### config.mk
export PLATFORM = sky130hd
export DESIGN_NAME = ratcheting_step_sequencer_core
export DESIGN_NICKNAME = d
export VERILOG_FILES = /design/src/rss_pkg.sv /design/src/ratcheting_step_sequencer_core.sv
export SDC_FILE = /design/constraint.sdc
export NUM_CORES = 2
export LEC_CHECK = 0
export ABC_AREA = 1
export BUFFER_PORTS_ARGS = -buffer_cell sky130_fd_sc_hd__buf_4
export CORE_UTILIZATION = 45
export DETAILED_ROUTE_END_ITERATION = 7
export PLACE_DENSITY_LB_ADDON = 0.15
export SETUP_SLACK_MARGIN = 0.05
export SLEW_MARGIN = 20
export SYNTH_ARGS = -nofsm -noshare
export SYNTH_HDL_FRONTEND = slang
export SYNTH_SLANG_ARGS = --single-unit
export TNS_END_PERCENT = 10
### constraint.sdc
create_clock -name aclk -period 6.9 [get_ports aclk]
set_input_delay 2.07 -clock aclk [delete_from_list [all_inputs] [get_ports aclk]]
set_output_delay 2.07 -clock aclk [all_outputs]
set_load 0.005 [all_outputs]
### src/rss_pkg.sv
// ----------------------------------------------------------------------------
// Ratcheting step sequencer package
// Shared constants, codes, state type and helper functions of the sequencer.
// ----------------------------------------------------------------------------
package rss_pkg;

    // Store geometry.
    localparam int STEP_COUNT = 64;
    localparam int SLOT_W     = $clog2(STEP_COUNT);
    localparam int LEN_W      = 7;

    // Input item kinds.
    localparam logic [1:0] MODE_TICK  = 2'd0;
    localparam logic [1:0] MODE_WRITE = 2'd1;
    localparam logic [1:0] MODE_PAUSE = 2'd2;

    // Configuration register indexes.
    localparam logic [2:0] CFG_STEP_PERIOD = 3'd0;
    localparam logic [2:0] CFG_SWING       = 3'd1;
    localparam logic [2:0] CFG_LENGTH      = 3'd2;
    localparam logic [2:0] CFG_ROOT_KEY    = 3'd3;
    localparam logic [2:0] CFG_SCALE       = 3'd4;
    localparam logic [2:0] CFG_CHANNEL     = 3'd5;

    // Step effects.
    localparam logic [2:0] FX_DOUBLE  = 3'd1;
    localparam logic [2:0] FX_TRIPLE  = 3'd2;
    localparam logic [2:0] FX_RND_OCT4 = 3'd3;
    localparam logic [2:0] FX_RND_WIDE = 3'd4;

    // Step trigger conditions.
    localparam logic [2:0] COND_EVERY2 = 3'd1;
    localparam logic [2:0] COND_EVERY3 = 3'd2;
    localparam logic [2:0] COND_EVERY4 = 3'd3;
    localparam logic [2:0] COND_P10    = 3'd4;
    localparam logic [2:0] COND_P25    = 3'd5;
    localparam logic [2:0] COND_P50    = 3'd6;
    localparam logic [2:0] COND_P75    = 3'd7;

    // Event kinds.
    localparam logic EV_NOTE_OFF = 1'b0;
    localparam logic EV_NOTE_ON  = 1'b1;

    // Reciprocals for the shared multiplier. A 27-bit value times RECIP_100
    // shifted right by 34 is its quotient by 100; a 19-bit value times
    // RECIP_3 shifted right by 21 is its quotient by 3. Both are exact over
    // those input ranges.
    localparam logic [27:0] RECIP_100 = 28'd171798692;
    localparam logic [27:0] RECIP_3   = 28'd699051;

    typedef enum logic [2:0] {
        S_IDLE,
        S_TICK,
        S_EVAL,
        S_LOAD,
        S_DIV,
        S_DONE,
        S_EMIT
    } state_t;

    // A time is due once the wrapped distance from it is below half the range.
    function automatic logic is_due(input logic [31:0] now, input logic [31:0] t);
        logic [31:0] d;
        d = now - t;
        return ~d[31];
    endfunction

    // Residue of an 8-bit value modulo three, from its base-4 digits.
    function automatic logic [1:0] mod3(input logic [7:0] v);
        logic [3:0] s;
        logic [2:0] r;
        s = 4'(v[1:0]) + 4'(v[3:2]) + 4'(v[5:4]) + 4'(v[7:6]);
        r = 3'(s[3:2]) + 3'(s[1:0]);
        if (r >= 3'd3) r = r - 3'd3;
        if (r >= 3'd3) r = r - 3'd3;
        return r[1:0];
    endfunction

endpackage

### src/ratcheting_step_sequencer_core.sv
// ----------------------------------------------------------------------------
// Ratcheting step sequencer core
// Step store, playhead, gate and ratchet timing, trigger conditions and
// random in-scale notes, with one shared multiplier for the swing product and
// the reciprocal divisions.
// ----------------------------------------------------------------------------
// One item at a time. A step write finishes on acceptance. A pause toggle adds
// only its note-off transfer. A tick with no due step passes through the tick
// state to its transfers; a tick that plays a step also evaluates the step and
// runs the swing product and its quotient by 100, and a triple ratchet first
// adds the interval division by 3. Each product or reciprocal division on the
// shared multiplier passes through a load, a multiply and an apply state, and
// the step is read through one register. At most two events leave per item, the last one marked by m_tlast.
module ratcheting_step_sequencer_core
    import rss_pkg::*;
(
    input  logic        aclk,
    input  logic        aresetn,
    // Configuration write port.
    input  logic        cfg_we,
    input  logic [2:0]  cfg_index,
    input  logic [31:0] cfg_wdata,
    // Input items.
    input  logic        s_tvalid,
    output logic        s_tready,
    // now_us[31:0], step_slot[37:32], slot_note[44:38], slot_effect[47:45],
    // slot_condition[50:48], rand_percent[57:51], rand_degree[60:58],
    // octave_pick[63:61]
    input  logic [63:0] s_tdata,
    // mode[1:0]
    input  logic [1:0]  s_tuser,
    // Result events.
    output logic        m_tvalid,
    input  logic        m_tready,
    // event_note[6:0], event_channel[10:7]
    output logic [15:0] m_tdata,
    // event_kind[0]
    output logic        m_tuser,
    output logic        m_tlast
);

    // Configuration registers.
    logic [18:0] period_reg;
    logic [6:0]  swing_reg;
    logic [6:0]  length_reg;
    logic [3:0]  root_reg;
    logic [31:0] scale_reg;
    logic [3:0]  channel_reg;

    // Step and counter stores.
    logic [12:0] step_mem [STEP_COUNT];
    logic [7:0]  cnt_mem  [STEP_COUNT];
    logic [12:0] step_rd_reg;
    logic [7:0]  cnt_rd_reg;
    logic [STEP_COUNT-1:0] step_vld_reg;
    logic [STEP_COUNT-1:0] cnt_vld_reg;

    // Sequencer state.
    state_t state_reg, state_next;
    logic [SLOT_W-1:0] playhead_reg;
    logic [6:0]  sounding_reg;
    logic [31:0] next_step_reg, note_off_reg, next_rep_reg;
    logic [1:0]  rep_left_reg;
    logic [18:0] rep_gate_reg, rep_int_reg;
    logic [6:0]  rep_note_reg;
    logic        paused_reg;
    logic        triple_reg;
    logic        frac_reg;

    // Latched item.
    logic [31:0] now_reg;
    logic [6:0]  pct_reg;
    logic [2:0]  deg_reg, oct_reg;

    // Event buffer.
    logic        ev_kind_reg [2];
    logic [6:0]  ev_note_reg [2];
    logic [1:0]  ev_cnt_reg;
    logic        ev_idx_reg;

    // Shared multiplier.
    logic [26:0] mul_a_reg;
    logic [27:0] mul_b_reg;
    logic [54:0] prod_reg;

    logic in_fire, out_fire;
    assign in_fire  = s_tvalid & s_tready;
    assign out_fire = m_tvalid & m_tready;

    // Tick phase: gate expiry and pending ratchet repeats.
    logic       off_due, rep_fire, step_go;
    logic [6:0] snd_after;
    logic [1:0] rep_after;
    always_comb begin
        off_due   = (sounding_reg != 7'd0) && is_due(now_reg, note_off_reg);
        snd_after = off_due ? 7'd0 : sounding_reg;
        rep_fire  = (rep_left_reg != 2'd0) && (snd_after == 7'd0) &&
                    is_due(now_reg, next_rep_reg);
        rep_after = rep_fire ? rep_left_reg - 2'd1 : rep_left_reg;
        if (rep_fire) snd_after = rep_note_reg;
        step_go   = !paused_reg && (snd_after == 7'd0) && (rep_after == 2'd0) &&
                    is_due(now_reg, next_step_reg);
    end

    // Step evaluation: condition, note choice and swing share.
    logic [6:0]  st_note;
    logic [2:0]  st_fx, st_cond;
    logic [7:0]  st_cnt;
    logic        play, cnt_bump;
    logic [3:0]  sc_off;
    logic [2:0]  oct_c;
    logic [6:0]  pn;
    logic [6:0]  swing_c, share;
    logic [6:0]  len_eff;
    logic [LEN_W-1:0] ph_inc;
    always_comb begin
        {st_cond, st_fx, st_note} = step_vld_reg[playhead_reg] ? step_rd_reg : 13'd0;
        st_cnt   = cnt_vld_reg[playhead_reg] ? cnt_rd_reg : 8'd0;
        play     = 1'b1;
        cnt_bump = 1'b0;
        if (st_note != 7'd0) begin
            case (st_cond)
                COND_EVERY2: begin play = (st_cnt[0] == 1'b0);     cnt_bump = 1'b1; end
                COND_EVERY3: begin play = (mod3(st_cnt) == 2'd0);  cnt_bump = 1'b1; end
                COND_EVERY4: begin play = (st_cnt[1:0] == 2'd0);   cnt_bump = 1'b1; end
                COND_P10:    play = pct_reg < 7'd10;
                COND_P25:    play = pct_reg < 7'd25;
                COND_P50:    play = pct_reg < 7'd50;
                COND_P75:    play = pct_reg < 7'd75;
                default:     play = 1'b1;
            endcase
        end
        sc_off = scale_reg[{deg_reg, 2'b00} +: 4];
        oct_c  = (oct_reg < 3'd3) ? 3'd3 : ((oct_reg > 3'd5) ? 3'd5 : oct_reg);
        case (st_fx)
            FX_RND_OCT4: pn = 7'(root_reg) + 7'd48 + 7'(sc_off);
            FX_RND_WIDE: pn = 7'(root_reg) + {1'b0, oct_c, 3'b000} + {2'b00, oct_c, 2'b00}
                              + 7'(sc_off);
            default:     pn = st_note;
        endcase
        swing_c = (swing_reg > 7'd100) ? 7'd100 : swing_reg;
        share   = playhead_reg[0] ? 7'd100 - swing_c : swing_c;
        len_eff = (length_reg == 7'd0) ? 7'd1 :
                  ((length_reg > 7'(STEP_COUNT)) ? 7'(STEP_COUNT) : length_reg);
        ph_inc  = LEN_W'(playhead_reg) + 7'd1;
    end

    // Next-state logic.
    always_comb begin
        state_next = state_reg;
        unique case (state_reg)
            S_IDLE: begin
                if (in_fire) begin
                    if (s_tuser == MODE_TICK) state_next = S_TICK;
                    else if (s_tuser == MODE_PAUSE && !paused_reg && sounding_reg != 7'd0)
                        state_next = S_EMIT;
                end
            end
            S_TICK: begin
                if (step_go) state_next = S_EVAL;
                else if (off_due || rep_fire) state_next = S_EMIT;
                else state_next = S_IDLE;
            end
            S_EVAL: state_next = S_LOAD;
            S_LOAD: state_next = S_DIV;
            S_DIV:  state_next = S_DONE;
            S_DONE: begin
                if (triple_reg || !frac_reg) state_next = S_LOAD;
                else if (ev_cnt_reg != 2'd0) state_next = S_EMIT;
                else state_next = S_IDLE;
            end
            S_EMIT: if (out_fire && (2'(ev_idx_reg) + 2'd1 == ev_cnt_reg)) state_next = S_IDLE;
            default: state_next = S_IDLE;
        endcase
    end

    // Port outputs.
    always_comb begin
        s_tready = (state_reg == S_IDLE);
        m_tvalid = (state_reg == S_EMIT);
        m_tuser  = ev_kind_reg[ev_idx_reg];
        m_tdata  = {5'd0, channel_reg, ev_note_reg[ev_idx_reg]};
        m_tlast  = (2'(ev_idx_reg) + 2'd1 == ev_cnt_reg);
    end

    // Step store: written by write items, read at the playhead.
    always_ff @(posedge aclk) begin
        if (in_fire && s_tuser == MODE_WRITE)
            step_mem[s_tdata[37:32]] <= s_tdata[50:38];
        step_rd_reg <= step_mem[playhead_reg];
    end

    // Trigger counter store.
    always_ff @(posedge aclk) begin
        if (state_reg == S_EVAL && cnt_bump)
            cnt_mem[playhead_reg] <= st_cnt + 8'd1;
        cnt_rd_reg <= cnt_mem[playhead_reg];
    end

    // Control state, configuration and datapath.
    always_ff @(posedge aclk) begin
        if (!aresetn) begin
            state_reg     <= S_IDLE;
            period_reg    <= 19'd125000;
            swing_reg     <= 7'd50;
            length_reg    <= 7'd64;
            root_reg      <= 4'd0;
            scale_reg     <= 32'd3415692320;
            channel_reg   <= 4'd0;
            step_vld_reg  <= '0;
            cnt_vld_reg   <= '0;
            playhead_reg  <= '0;
            sounding_reg  <= 7'd0;
            next_step_reg <= 32'd0;
            note_off_reg  <= 32'd0;
            next_rep_reg  <= 32'd0;
            rep_left_reg  <= 2'd0;
            rep_gate_reg  <= 19'd0;
            rep_int_reg   <= 19'd0;
            rep_note_reg  <= 7'd0;
            paused_reg    <= 1'b1;
            triple_reg    <= 1'b0;
            frac_reg      <= 1'b0;
            ev_cnt_reg    <= 2'd0;
            ev_idx_reg    <= 1'b0;
        end else begin
            state_reg <= state_next;

            // The user must write configuration only while idle; the block does not enforce it.
            if (cfg_we) begin
                unique case (cfg_index)
                    CFG_STEP_PERIOD: period_reg  <= cfg_wdata[18:0];
                    CFG_SWING:       swing_reg   <= cfg_wdata[6:0];
                    CFG_LENGTH: begin
                        length_reg <= cfg_wdata[6:0];
                        if (LEN_W'(playhead_reg) >= ((cfg_wdata[6:0] == 7'd0) ? 7'd1 :
                            ((cfg_wdata[6:0] > 7'(STEP_COUNT)) ? 7'(STEP_COUNT) :
                             cfg_wdata[6:0])))
                            playhead_reg <= '0;
                    end
                    CFG_ROOT_KEY:    root_reg    <= cfg_wdata[3:0];
                    CFG_SCALE:       scale_reg   <= cfg_wdata;
                    CFG_CHANNEL:     channel_reg <= cfg_wdata[3:0];
                    default: ;
                endcase
            end

            case (state_reg)
                // Take an item; writes, and pause toggles apart from their note-off, finish here.
                S_IDLE: begin
                    if (in_fire) begin
                        now_reg    <= s_tdata[31:0];
                        pct_reg    <= s_tdata[57:51];
                        deg_reg    <= s_tdata[60:58];
                        oct_reg    <= s_tdata[63:61];
                        ev_cnt_reg <= 2'd0;
                        ev_idx_reg <= 1'b0;
                        if (s_tuser == MODE_WRITE) begin
                            step_vld_reg[s_tdata[37:32]] <= 1'b1;
                        end else if (s_tuser == MODE_PAUSE) begin
                            paused_reg <= !paused_reg;
                            if (!paused_reg && sounding_reg != 7'd0) begin
                                ev_kind_reg[0] <= EV_NOTE_OFF;
                                ev_note_reg[0] <= sounding_reg;
                                ev_cnt_reg     <= 2'd1;
                                sounding_reg   <= 7'd0;
                            end
                        end
                    end
                end
                // End an expired gate and fire a due repeat.
                S_TICK: begin
                    sounding_reg <= snd_after;
                    rep_left_reg <= rep_after;
                    if (off_due) begin
                        ev_kind_reg[0] <= EV_NOTE_OFF;
                        ev_note_reg[0] <= sounding_reg;
                    end
                    if (rep_fire) begin
                        ev_kind_reg[off_due] <= EV_NOTE_ON;
                        ev_note_reg[off_due] <= rep_note_reg;
                        note_off_reg <= now_reg + 32'(rep_gate_reg);
                        next_rep_reg <= now_reg + 32'(rep_int_reg);
                    end
                    ev_cnt_reg <= 2'(off_due) + 2'(rep_fire);
                end
                // Play the step under the playhead.
                S_EVAL: begin
                    if (cnt_bump) cnt_vld_reg[playhead_reg] <= 1'b1;
                    triple_reg <= 1'b0;
                    frac_reg   <= 1'b0;
                    if (st_note != 7'd0 && play) begin
                        sounding_reg <= pn;
                        rep_left_reg <= 2'd0;
                        ev_kind_reg[ev_cnt_reg[0]] <= EV_NOTE_ON;
                        ev_note_reg[ev_cnt_reg[0]] <= pn;
                        ev_cnt_reg <= ev_cnt_reg + 2'd1;
                        note_off_reg <= now_reg + 32'(period_reg[18:1]);
                        if (st_fx == FX_DOUBLE) begin
                            rep_int_reg  <= 19'(period_reg[18:1]);
                            rep_gate_reg <= 19'(period_reg[18:2]);
                            rep_left_reg <= 2'd1;
                            rep_note_reg <= pn;
                            next_rep_reg <= now_reg + 32'(period_reg[18:1]);
                            note_off_reg <= now_reg + 32'(period_reg[18:2]);
                        end else if (st_fx == FX_TRIPLE) begin
                            rep_left_reg <= 2'd2;
                            rep_note_reg <= pn;
                            triple_reg   <= 1'b1;
                        end
                    end
                end
                // Pick the operands: triple interval, then swing product,
                // then the product's quotient by 100.
                S_LOAD: begin
                    if (triple_reg) begin
                        mul_a_reg <= 27'(period_reg);
                        mul_b_reg <= RECIP_3;
                    end else if (!frac_reg) begin
                        mul_a_reg <= 27'({share, 1'b0});
                        mul_b_reg <= 28'(period_reg);
                    end else begin
                        mul_a_reg <= prod_reg[26:0];
                        mul_b_reg <= RECIP_100;
                    end
                end
                S_DIV: prod_reg <= 55'(mul_a_reg) * 55'(mul_b_reg);
                // Apply a product.
                S_DONE: begin
                    if (triple_reg) begin
                        triple_reg   <= 1'b0;
                        rep_int_reg  <= prod_reg[39:21];
                        rep_gate_reg <= {1'b0, prod_reg[39:22]};
                        next_rep_reg <= now_reg + 32'(prod_reg[39:21]);
                        note_off_reg <= now_reg + 32'(prod_reg[39:22]);
                    end else if (!frac_reg) begin
                        frac_reg <= 1'b1;
                    end else begin
                        frac_reg      <= 1'b0;
                        next_step_reg <= now_reg + 32'(prod_reg[54:34]);
                        playhead_reg  <= (ph_inc >= len_eff) ? '0 : ph_inc[SLOT_W-1:0];
                    end
                end
                // Hand out the buffered events.
                S_EMIT: if (out_fire) ev_idx_reg <= ev_idx_reg + 1'b1;
                default: ;
            endcase
        end
    end

endmodule
After elaboration in Yosys (flattened, before gate mapping). Memory sizes are Yosys's and may differ from the RTL's. A register that Yosys moved wholly into a read port is not among the register bits. Cells that the tools add are included.

Equality and inequality tests: 37. Reductions and logical operators: 67. Shift operators: 1. Multipliers: 1. Order comparisons: 17. Bitwise operators: 13. Muxes and demuxes: 132. Add/sub/neg operators: 29.

Operators by type and width (number): $mux 32 (8); $pmux 32 s3 (2); $mux 19 (8); $or 64x64->64 (2); $mux 7 (17); $add 32x19->32 (3); $sub 32x32->32 (3); $pmux 19 s2 (2); $add 32x18->32 (2); $mul 27x28->55 (1); $mux 1 (50); $mux 6 (7); $mux 3 (13); $add 32x17->32 (1); $add 32x21->32 (1); $shiftx 32x6->4 (1); $eq 3x3->1 const B (10); $logic_not 7->1 (4); $mux 28 (1); $eq 3x2->1 const B (8); $reduce_and 2->1 (11); $gt 7x7->1 const B (3); $pmux 3 s7 (1); $pmux 7 s3 (1); 64 further kinds (137).

Memories: 4. Bits in writable memories: 1360. Input port bits: 106. Output and inout bits: 20. Word-level logic and storage cells: 333. Bits in registers: 521.

Memory list: step_mem (depth 64, width 13, read ports 1, clocked after Yosys merged registers in 1, write ports 1, line ratcheting_step_sequencer_core.sv:51) `logic [12:0] step_mem [STEP_COUNT];`; cnt_mem (depth 64, width 8, read ports 1, clocked after Yosys merged registers in 1, write ports 1, line ratcheting_step_sequencer_core.sv:52) `logic [7:0] cnt_mem [STEP_COUNT];`; ev_note_reg (depth 2, width 7, read ports 1, clocked after Yosys merged registers in 1, write ports 2, line ratcheting_step_sequencer_core.sv:77) `logic [6:0] ev_note_reg [2];`; ev_kind_reg (depth 2, width 1, read ports 1, clocked after Yosys merged registers in 1, write ports 2, line ratcheting_step_sequencer_core.sv:76) `logic ev_kind_reg [2];`.

Logic depth before layout (Yosys ltp).
Word-level depth: 25. Mapped depth: 50. Gate-level depth less buffers: 48.

Least setup slack after synthesis. Ideal clock, no wire load.

Path type: reg-to-reg. Start: reg playhead_reg[0]. End: mem ev_note_reg[0][0] (enable). Stages on the path, launching flop included: 47. Arrival time: 6.328 ns. Required time: 6.576 ns. Path buffers: 3. Path slack: 0.248 ns. Path through: dfxtp_1 > buf_4 > buf_2 > nand2_1 > nand2_1 > nand2_1 > nand2_1 > nand2_1 > nand2_1 > nand2_1 > nand2_1 > nor2_1 > a21boi_2 > inv_1 > o21bai_1 > inv_1 > fa_1 > inv_1 > [... 11 more ...] > nand3_1 > o21ai_0 > inv_1 > ha_1 > a21oi_1 > nand2_1 > nand2_1 > o21ai_0 > nand2_1 > o21ai_1 > a21boi_1 > nand2_1 > nand2_1 > nor2_1 > buf_2 > nand3_1 > nand2_1 > nand2_1.

RTL lines: start, declared (line ratcheting_step_sequencer_core.sv:60) `logic [SLOT_W-1:0] playhead_reg;`; start signal, assigned (line ratcheting_step_sequencer_core.sv:341) `playhead_reg <= (ph_inc >= len_eff) ? '0 : ph_inc[SLOT_W-1:0];`; end, declared (line ratcheting_step_sequencer_core.sv:77).

Final worst setup path.
Start: reg mul_b_reg[11]. End: reg prod_reg[51] (data pin).

Cells in the longest elaborated chain, start to end: 1.

RTL lines: start, declared (line ratcheting_step_sequencer_core.sv:83) `logic [27:0] mul_b_reg;`; start signal, assigned (line ratcheting_step_sequencer_core.sv:321) `mul_b_reg <= 28'(period_reg);`; $mul 27x28->55 (line ratcheting_step_sequencer_core.sv:327) `S_DIV: prod_reg <= 55'(mul_a_reg) * 55'(mul_b_reg);`; end signal, assigned (line ratcheting_step_sequencer_core.sv:327); end, declared (line ratcheting_step_sequencer_core.sv:84) `logic [54:0] prod_reg;`.

Every way passes these cells. A chain may end at the register's enable or synchronous reset.

==> reports/qor_table.md <==
| Quantity | This run |
|---|---|
| Detail-routed via count per cell | 5.592 |
| Global-route wire length before repair | 466200 µm |
| Standard-cell rows | 173 |
| Initial Utilization | 0.4545 |
| Endpoints failing hold | 0 |
| Detailed-route wire length per cell | 24.01 µm |
| Number of antenna violations at the first check in global routing | 6 |
| Pin count of the biggest net entering global routing | 110 |
| Cells on worst reg2reg path | 23 |
| Fraction of the yosys area taken by sequential cells | 0.5196 |
| Worst Min Path Start | ev_kind_reg[1]$_DFF_P_ |
| Post-synthesis simple-gate area fraction | 0.1391 |
| Result of the run | finished clean |
| Combinational family with the most area after synthesis | adder cells |
| Gr busiest metal | met2 |
| Highest-count cells in the layout ignoring fill and taps | 2269 x sky130_fd_sc_hd__nand2_1, 1506 x sky130_fd_sc_hd__edfxtp_1, 1235 x sky130_fd_sc_hd__inv_1, 683 x sky130_fd_sc_hd__nor2_1, 554 x sky130_fd_sc_hd__fa_1 |
| Worst setup path class | flip-flop to flip-flop |
| Vias in the first global route | 72.75k |
| Worst Clk Skew | 0.07925 ns |
| Initial DRC count | 6405 |
| Final setup violation count | 0 |
| Post-synthesis cell type count | 63 |
| Total number of vias | 73.35k |
| Root buffer selected by CTS | sky130_fd_sc_hd__clkbuf_16 |
| Core ar. | 223000 µm² |
| CTS Buf Count | 195 |
| Number of pins exceeding their max-slew limit in the final report | 0 |
| Finished Core Util | 0.5141 |
| Met2 track utilization from global routing | 0.4493 |
| Portion of synthesized cell area occupied by the leading cell type | 0.4463 |
| WHS Path Cells | 2 |
| Power Density | 223.7 nW/µm² |
| Part of the power in combinational logic | 0.112 |
| Sequential group share of total power | 0.487 |
| Wire length reported by the detailed router | 314900 µm |
| Number of instances in the synthesized netlist | 9737 |
| Leak | 0.04619 µW |
| Peak supply drop | 0.2182 mV |
| Total congestion overflow after global routing | 0 |
| Share of cells above drive strength 1 | 0.09085 |
| Largest register FFs | 832 |
| Clock tree from TritonCTS | built |
| Kind of capture point of the worst setup path | flip-flop |
| Residual DRC | 0 |
| Flop-to-flop setup slack | 0.21 ns |
| Global routing met3 resource utilization | 0.03478 |
| Internal portion of total power | 19040 µW |
| Most common cell after layout, fill and taps aside | sky130_fd_sc_hd__nand2_1 |
| DPL Wire Length | 213400 µm |
| Synth Area in Adders | 0.1655 |
| Vertical extent of the die | 476.5 µm |
| Post-Synth XOR/XNOR Area | 0.01374 |
| Startpoint kind of the worst setup timing path | flip-flop |
| Synth warn | 0 |
| Number of enable flip-flop cells after synthesis | 1506 |
| Max H-tree Level | 4 |
| Max capacitance violation total | 0 |
| Largest cells by area after synthesis | sky130_fd_sc_hd__edfxtp_1 45%, sky130_fd_sc_hd__fa_1 11%, sky130_fd_sc_hd__nand2_1 8.5% |
| Normalized max-slew margin | 0.1743 |
| WP data arrival | 7.22 ns |
| Clock-pin slew on the worst setup and hold paths | 0.07 ns |
| I/O pin cnt | 126 |
| Die footprint | 227100 µm² |
| Flip-flop and latch count after synthesis | 1877 |
| Compound-gate portion of the synthesized area | 0.09715 |
| Mapped Avg Cell Area | 10.41 µm² |
| Switching part of the total power | 0.2576 |
| Share of synthesized registers carrying an async set or reset | 0 |
| End of the worst register-to-register path | prod_reg[51]$_DFFE_PP_ |
| CTS max path bufs | 3 |
| Post-synthesis cell type with the largest combined area | sky130_fd_sc_hd__edfxtp_1 |
| Iteration count of the initial detailed-routing pass | 6 |
| Hold Path Sink | ev_kind_reg[1]$_DFF_P_ |
| Max FO, Critical Path | 12 |
| Cell Area, Synth | 101300 µm² |
| Worst-skew pair later-pin latency | 0.87 ns |
| X dimension of the die | 476.5 µm |
| Count of antenna-violating nets left after detailed routing | 0 |
| Start of the worst register-to-register path | mul_b_reg[11]$_SDFFCE_PP1P_ |
| Clock sink count | 1877 |
| Most used flip-flop cell after synthesis | sky130_fd_sc_hd__edfxtp_1 |
| Fin Setup TNS | 0 ns |
| GR met1 Demand/Resource | 0.3704 |
| Unrepaired setup endpoints after global routing | true |
| Area growth from synthesis to final layout | 13.12% |
| All-Layer GR Usage | 0.2729 |
| Transition time at the pin with the least slew margin | 1.238 ns |
| Power share of the clock group | 0.402 |
| Switching power | 6605 µW |
| Post-synthesis mux area share | 0.0009755 |
| Minimum clock period | 6.690 ns |
| Placer Congestion | 0.9390 |
| I/O Buffers | 120 |
| Nets | 11.09k |
| CTS Hold Bufs | 0 |
| Post-route fraction of the period consumed by the critical path | 0.9696 |
| Worst EP required | 7.43 ns |
| Maximum clock frequency | 149.5 MHz |
| Worst min-delay path class | flip-flop to flip-flop |
## area by class of cell
type	instances	area, µm²
Fill cell	19910	108300
Sequential cell	1877	52660
Multi-Input combinational cell	6171	42840
Clock buffer	256	5176
Inverter	1257	4736
Timing Repair Buffer	469	4433
Tap cell	2975	3722
Clock inverter	108	1057
Antenna cell	3	7.507
## kinds of logic after synthesis
family          count (synthesis)
compound gates               1502
xor+xnor                      159
simple gates                 3488
flops                        1877
fa+ha+maj                    1008
mux                             9
buf+inv                      1693
other cells                     1
## Yosys cell counts (12+ instances only)
cell type	n
sky130_fd_sc_hd__dfxtp_1	371
sky130_fd_sc_hd__or2_2	18
sky130_fd_sc_hd__nor3_1	46
sky130_fd_sc_hd__o211ai_1	28
sky130_fd_sc_hd__a31oi_1	21
sky130_fd_sc_hd__a21o_1	14
sky130_fd_sc_hd__xor2_1	98
sky130_fd_sc_hd__a22oi_1	175
sky130_fd_sc_hd__o21ai_0	365
sky130_fd_sc_hd__buf_4	13
sky130_fd_sc_hd__a221oi_1	193
sky130_fd_sc_hd__xnor2_1	61
sky130_fd_sc_hd__clkbuf_1	347
sky130_fd_sc_hd__fa_1	554
sky130_fd_sc_hd__a21boi_0	12
sky130_fd_sc_hd__a22o_1	166
sky130_fd_sc_hd__buf_1	26
sky130_fd_sc_hd__ha_1	454
sky130_fd_sc_hd__nand2_1	2296
sky130_fd_sc_hd__nand4_1	223
sky130_fd_sc_hd__buf_2	49
sky130_fd_sc_hd__inv_1	1244
sky130_fd_sc_hd__edfxtp_1	1506
sky130_fd_sc_hd__a21oi_1	382
sky130_fd_sc_hd__nand3_1	159
sky130_fd_sc_hd__o21a_1	85
sky130_fd_sc_hd__nor2_1	712
## worst max-delay path by stage
stage | from | to | slack (ns)
2_1_floorplan | playhead_reg[0]$_SDFF_PN0_ | ev_note_reg[0][0]$_DFFE_PP_ | 0.25
3_3_place_gp | mul_a_reg[3]$_DFFE_PP_ | prod_reg[49]$_DFFE_PP_ | -0.03
3_5_place_dp | mul_a_reg[3]$_DFFE_PP_ | prod_reg[49]$_DFFE_PP_ | -0.04
4_1_cts | playhead_reg[0]$_SDFF_PN0_ | ev_note_reg[0][4]$_DFFE_PP_ | 0.02
5_1_grt | playhead_reg[0]$_SDFF_PN0_ | note_off_reg[22]$_SDFFE_PN0P_ | -0.17
6_report | mul_b_reg[11]$_SDFFCE_PP1P_ | prod_reg[51]$_DFFE_PP_ | 0.21
## repair_timing
item | 4_1_cts | 5_1_grt
pin swaps | 0 | 31
buffers inserted | 2 | 15
gates resized for setup | 2 | 131
cloned | 0 | 10
setup endpoints to repair | 21 | 152
## power groups by stage
| stage | combinational, µW | clock [µW] | sequential (µW) |
|---|---|---|---|
| after CTS | 2740 | 10400 | 12500 |
| after detailed placement | 2720 | 0 | 12700 |
| after global placement | 2690 | 0 | 12700 |
| after global routing | 3170 | 10900 | 12500 |
| after floorplan | 1720 | 0 | 12700 |
| final | 2860 | 10300 | 12500 |
## routing by layer
layer  vias to the layer above  wire, µm
li1                      33380         -
met5                         -        13
met4                         2     11620
met2                      2636    150100
met3                       530     19970
met1                     36800    133200
## stage by stage
stage | cells | cell area [µm²] | hold WS [ns] | power [µW] | worst slack [ns]
after global placement | 12720 | 107400 | 0.4326 | 15400 | -0.03014
after detailed placement | 12720 | 107500 | 0.4357 | 15440 | -0.04142
final | 13120 | 114600 | 0.4565 | 25650 | 0.2096
after global routing | 13110 | 114600 | 0.4704 | 26520 | -0.1745
after CTS | 13090 | 113700 | 0.4525 | 25660 | 0.01848
after floorplan | 9741 | 101300 | 0.4161 | 14370 | 0.2482
## critical path: stages (launching register included)
cell	delay, ns
sky130_fd_sc_hd__edfxtp_1	0.46
sky130_fd_sc_hd__buf_4	0.28
sky130_fd_sc_hd__nand2_1	0.11
sky130_fd_sc_hd__fa_1	0.53
sky130_fd_sc_hd__inv_1	0.05
sky130_fd_sc_hd__fa_1	0.47
sky130_fd_sc_hd__inv_1	0.05
sky130_fd_sc_hd__fa_1	0.49
sky130_fd_sc_hd__fa_1	0.60
sky130_fd_sc_hd__fa_1	0.45
sky130_fd_sc_hd__fa_1	0.49
sky130_fd_sc_hd__inv_1	0.05
sky130_fd_sc_hd__fa_1	0.44
sky130_fd_sc_hd__ha_2	0.40
sky130_fd_sc_hd__nand2_1	0.12
sky130_fd_sc_hd__nor2_1	0.15
sky130_fd_sc_hd__nand2_1	0.11
sky130_fd_sc_hd__nor4_2	0.20
sky130_fd_sc_hd__a21oi_2	0.15
sky130_fd_sc_hd__o21bai_2	0.19
sky130_fd_sc_hd__nand3_1	0.10
sky130_fd_sc_hd__o211ai_1	0.17
sky130_fd_sc_hd__a31oi_1	0.17
sky130_fd_sc_hd__xor2_1	0.16
No activity file was read; power rests on OpenSTA's default activity.
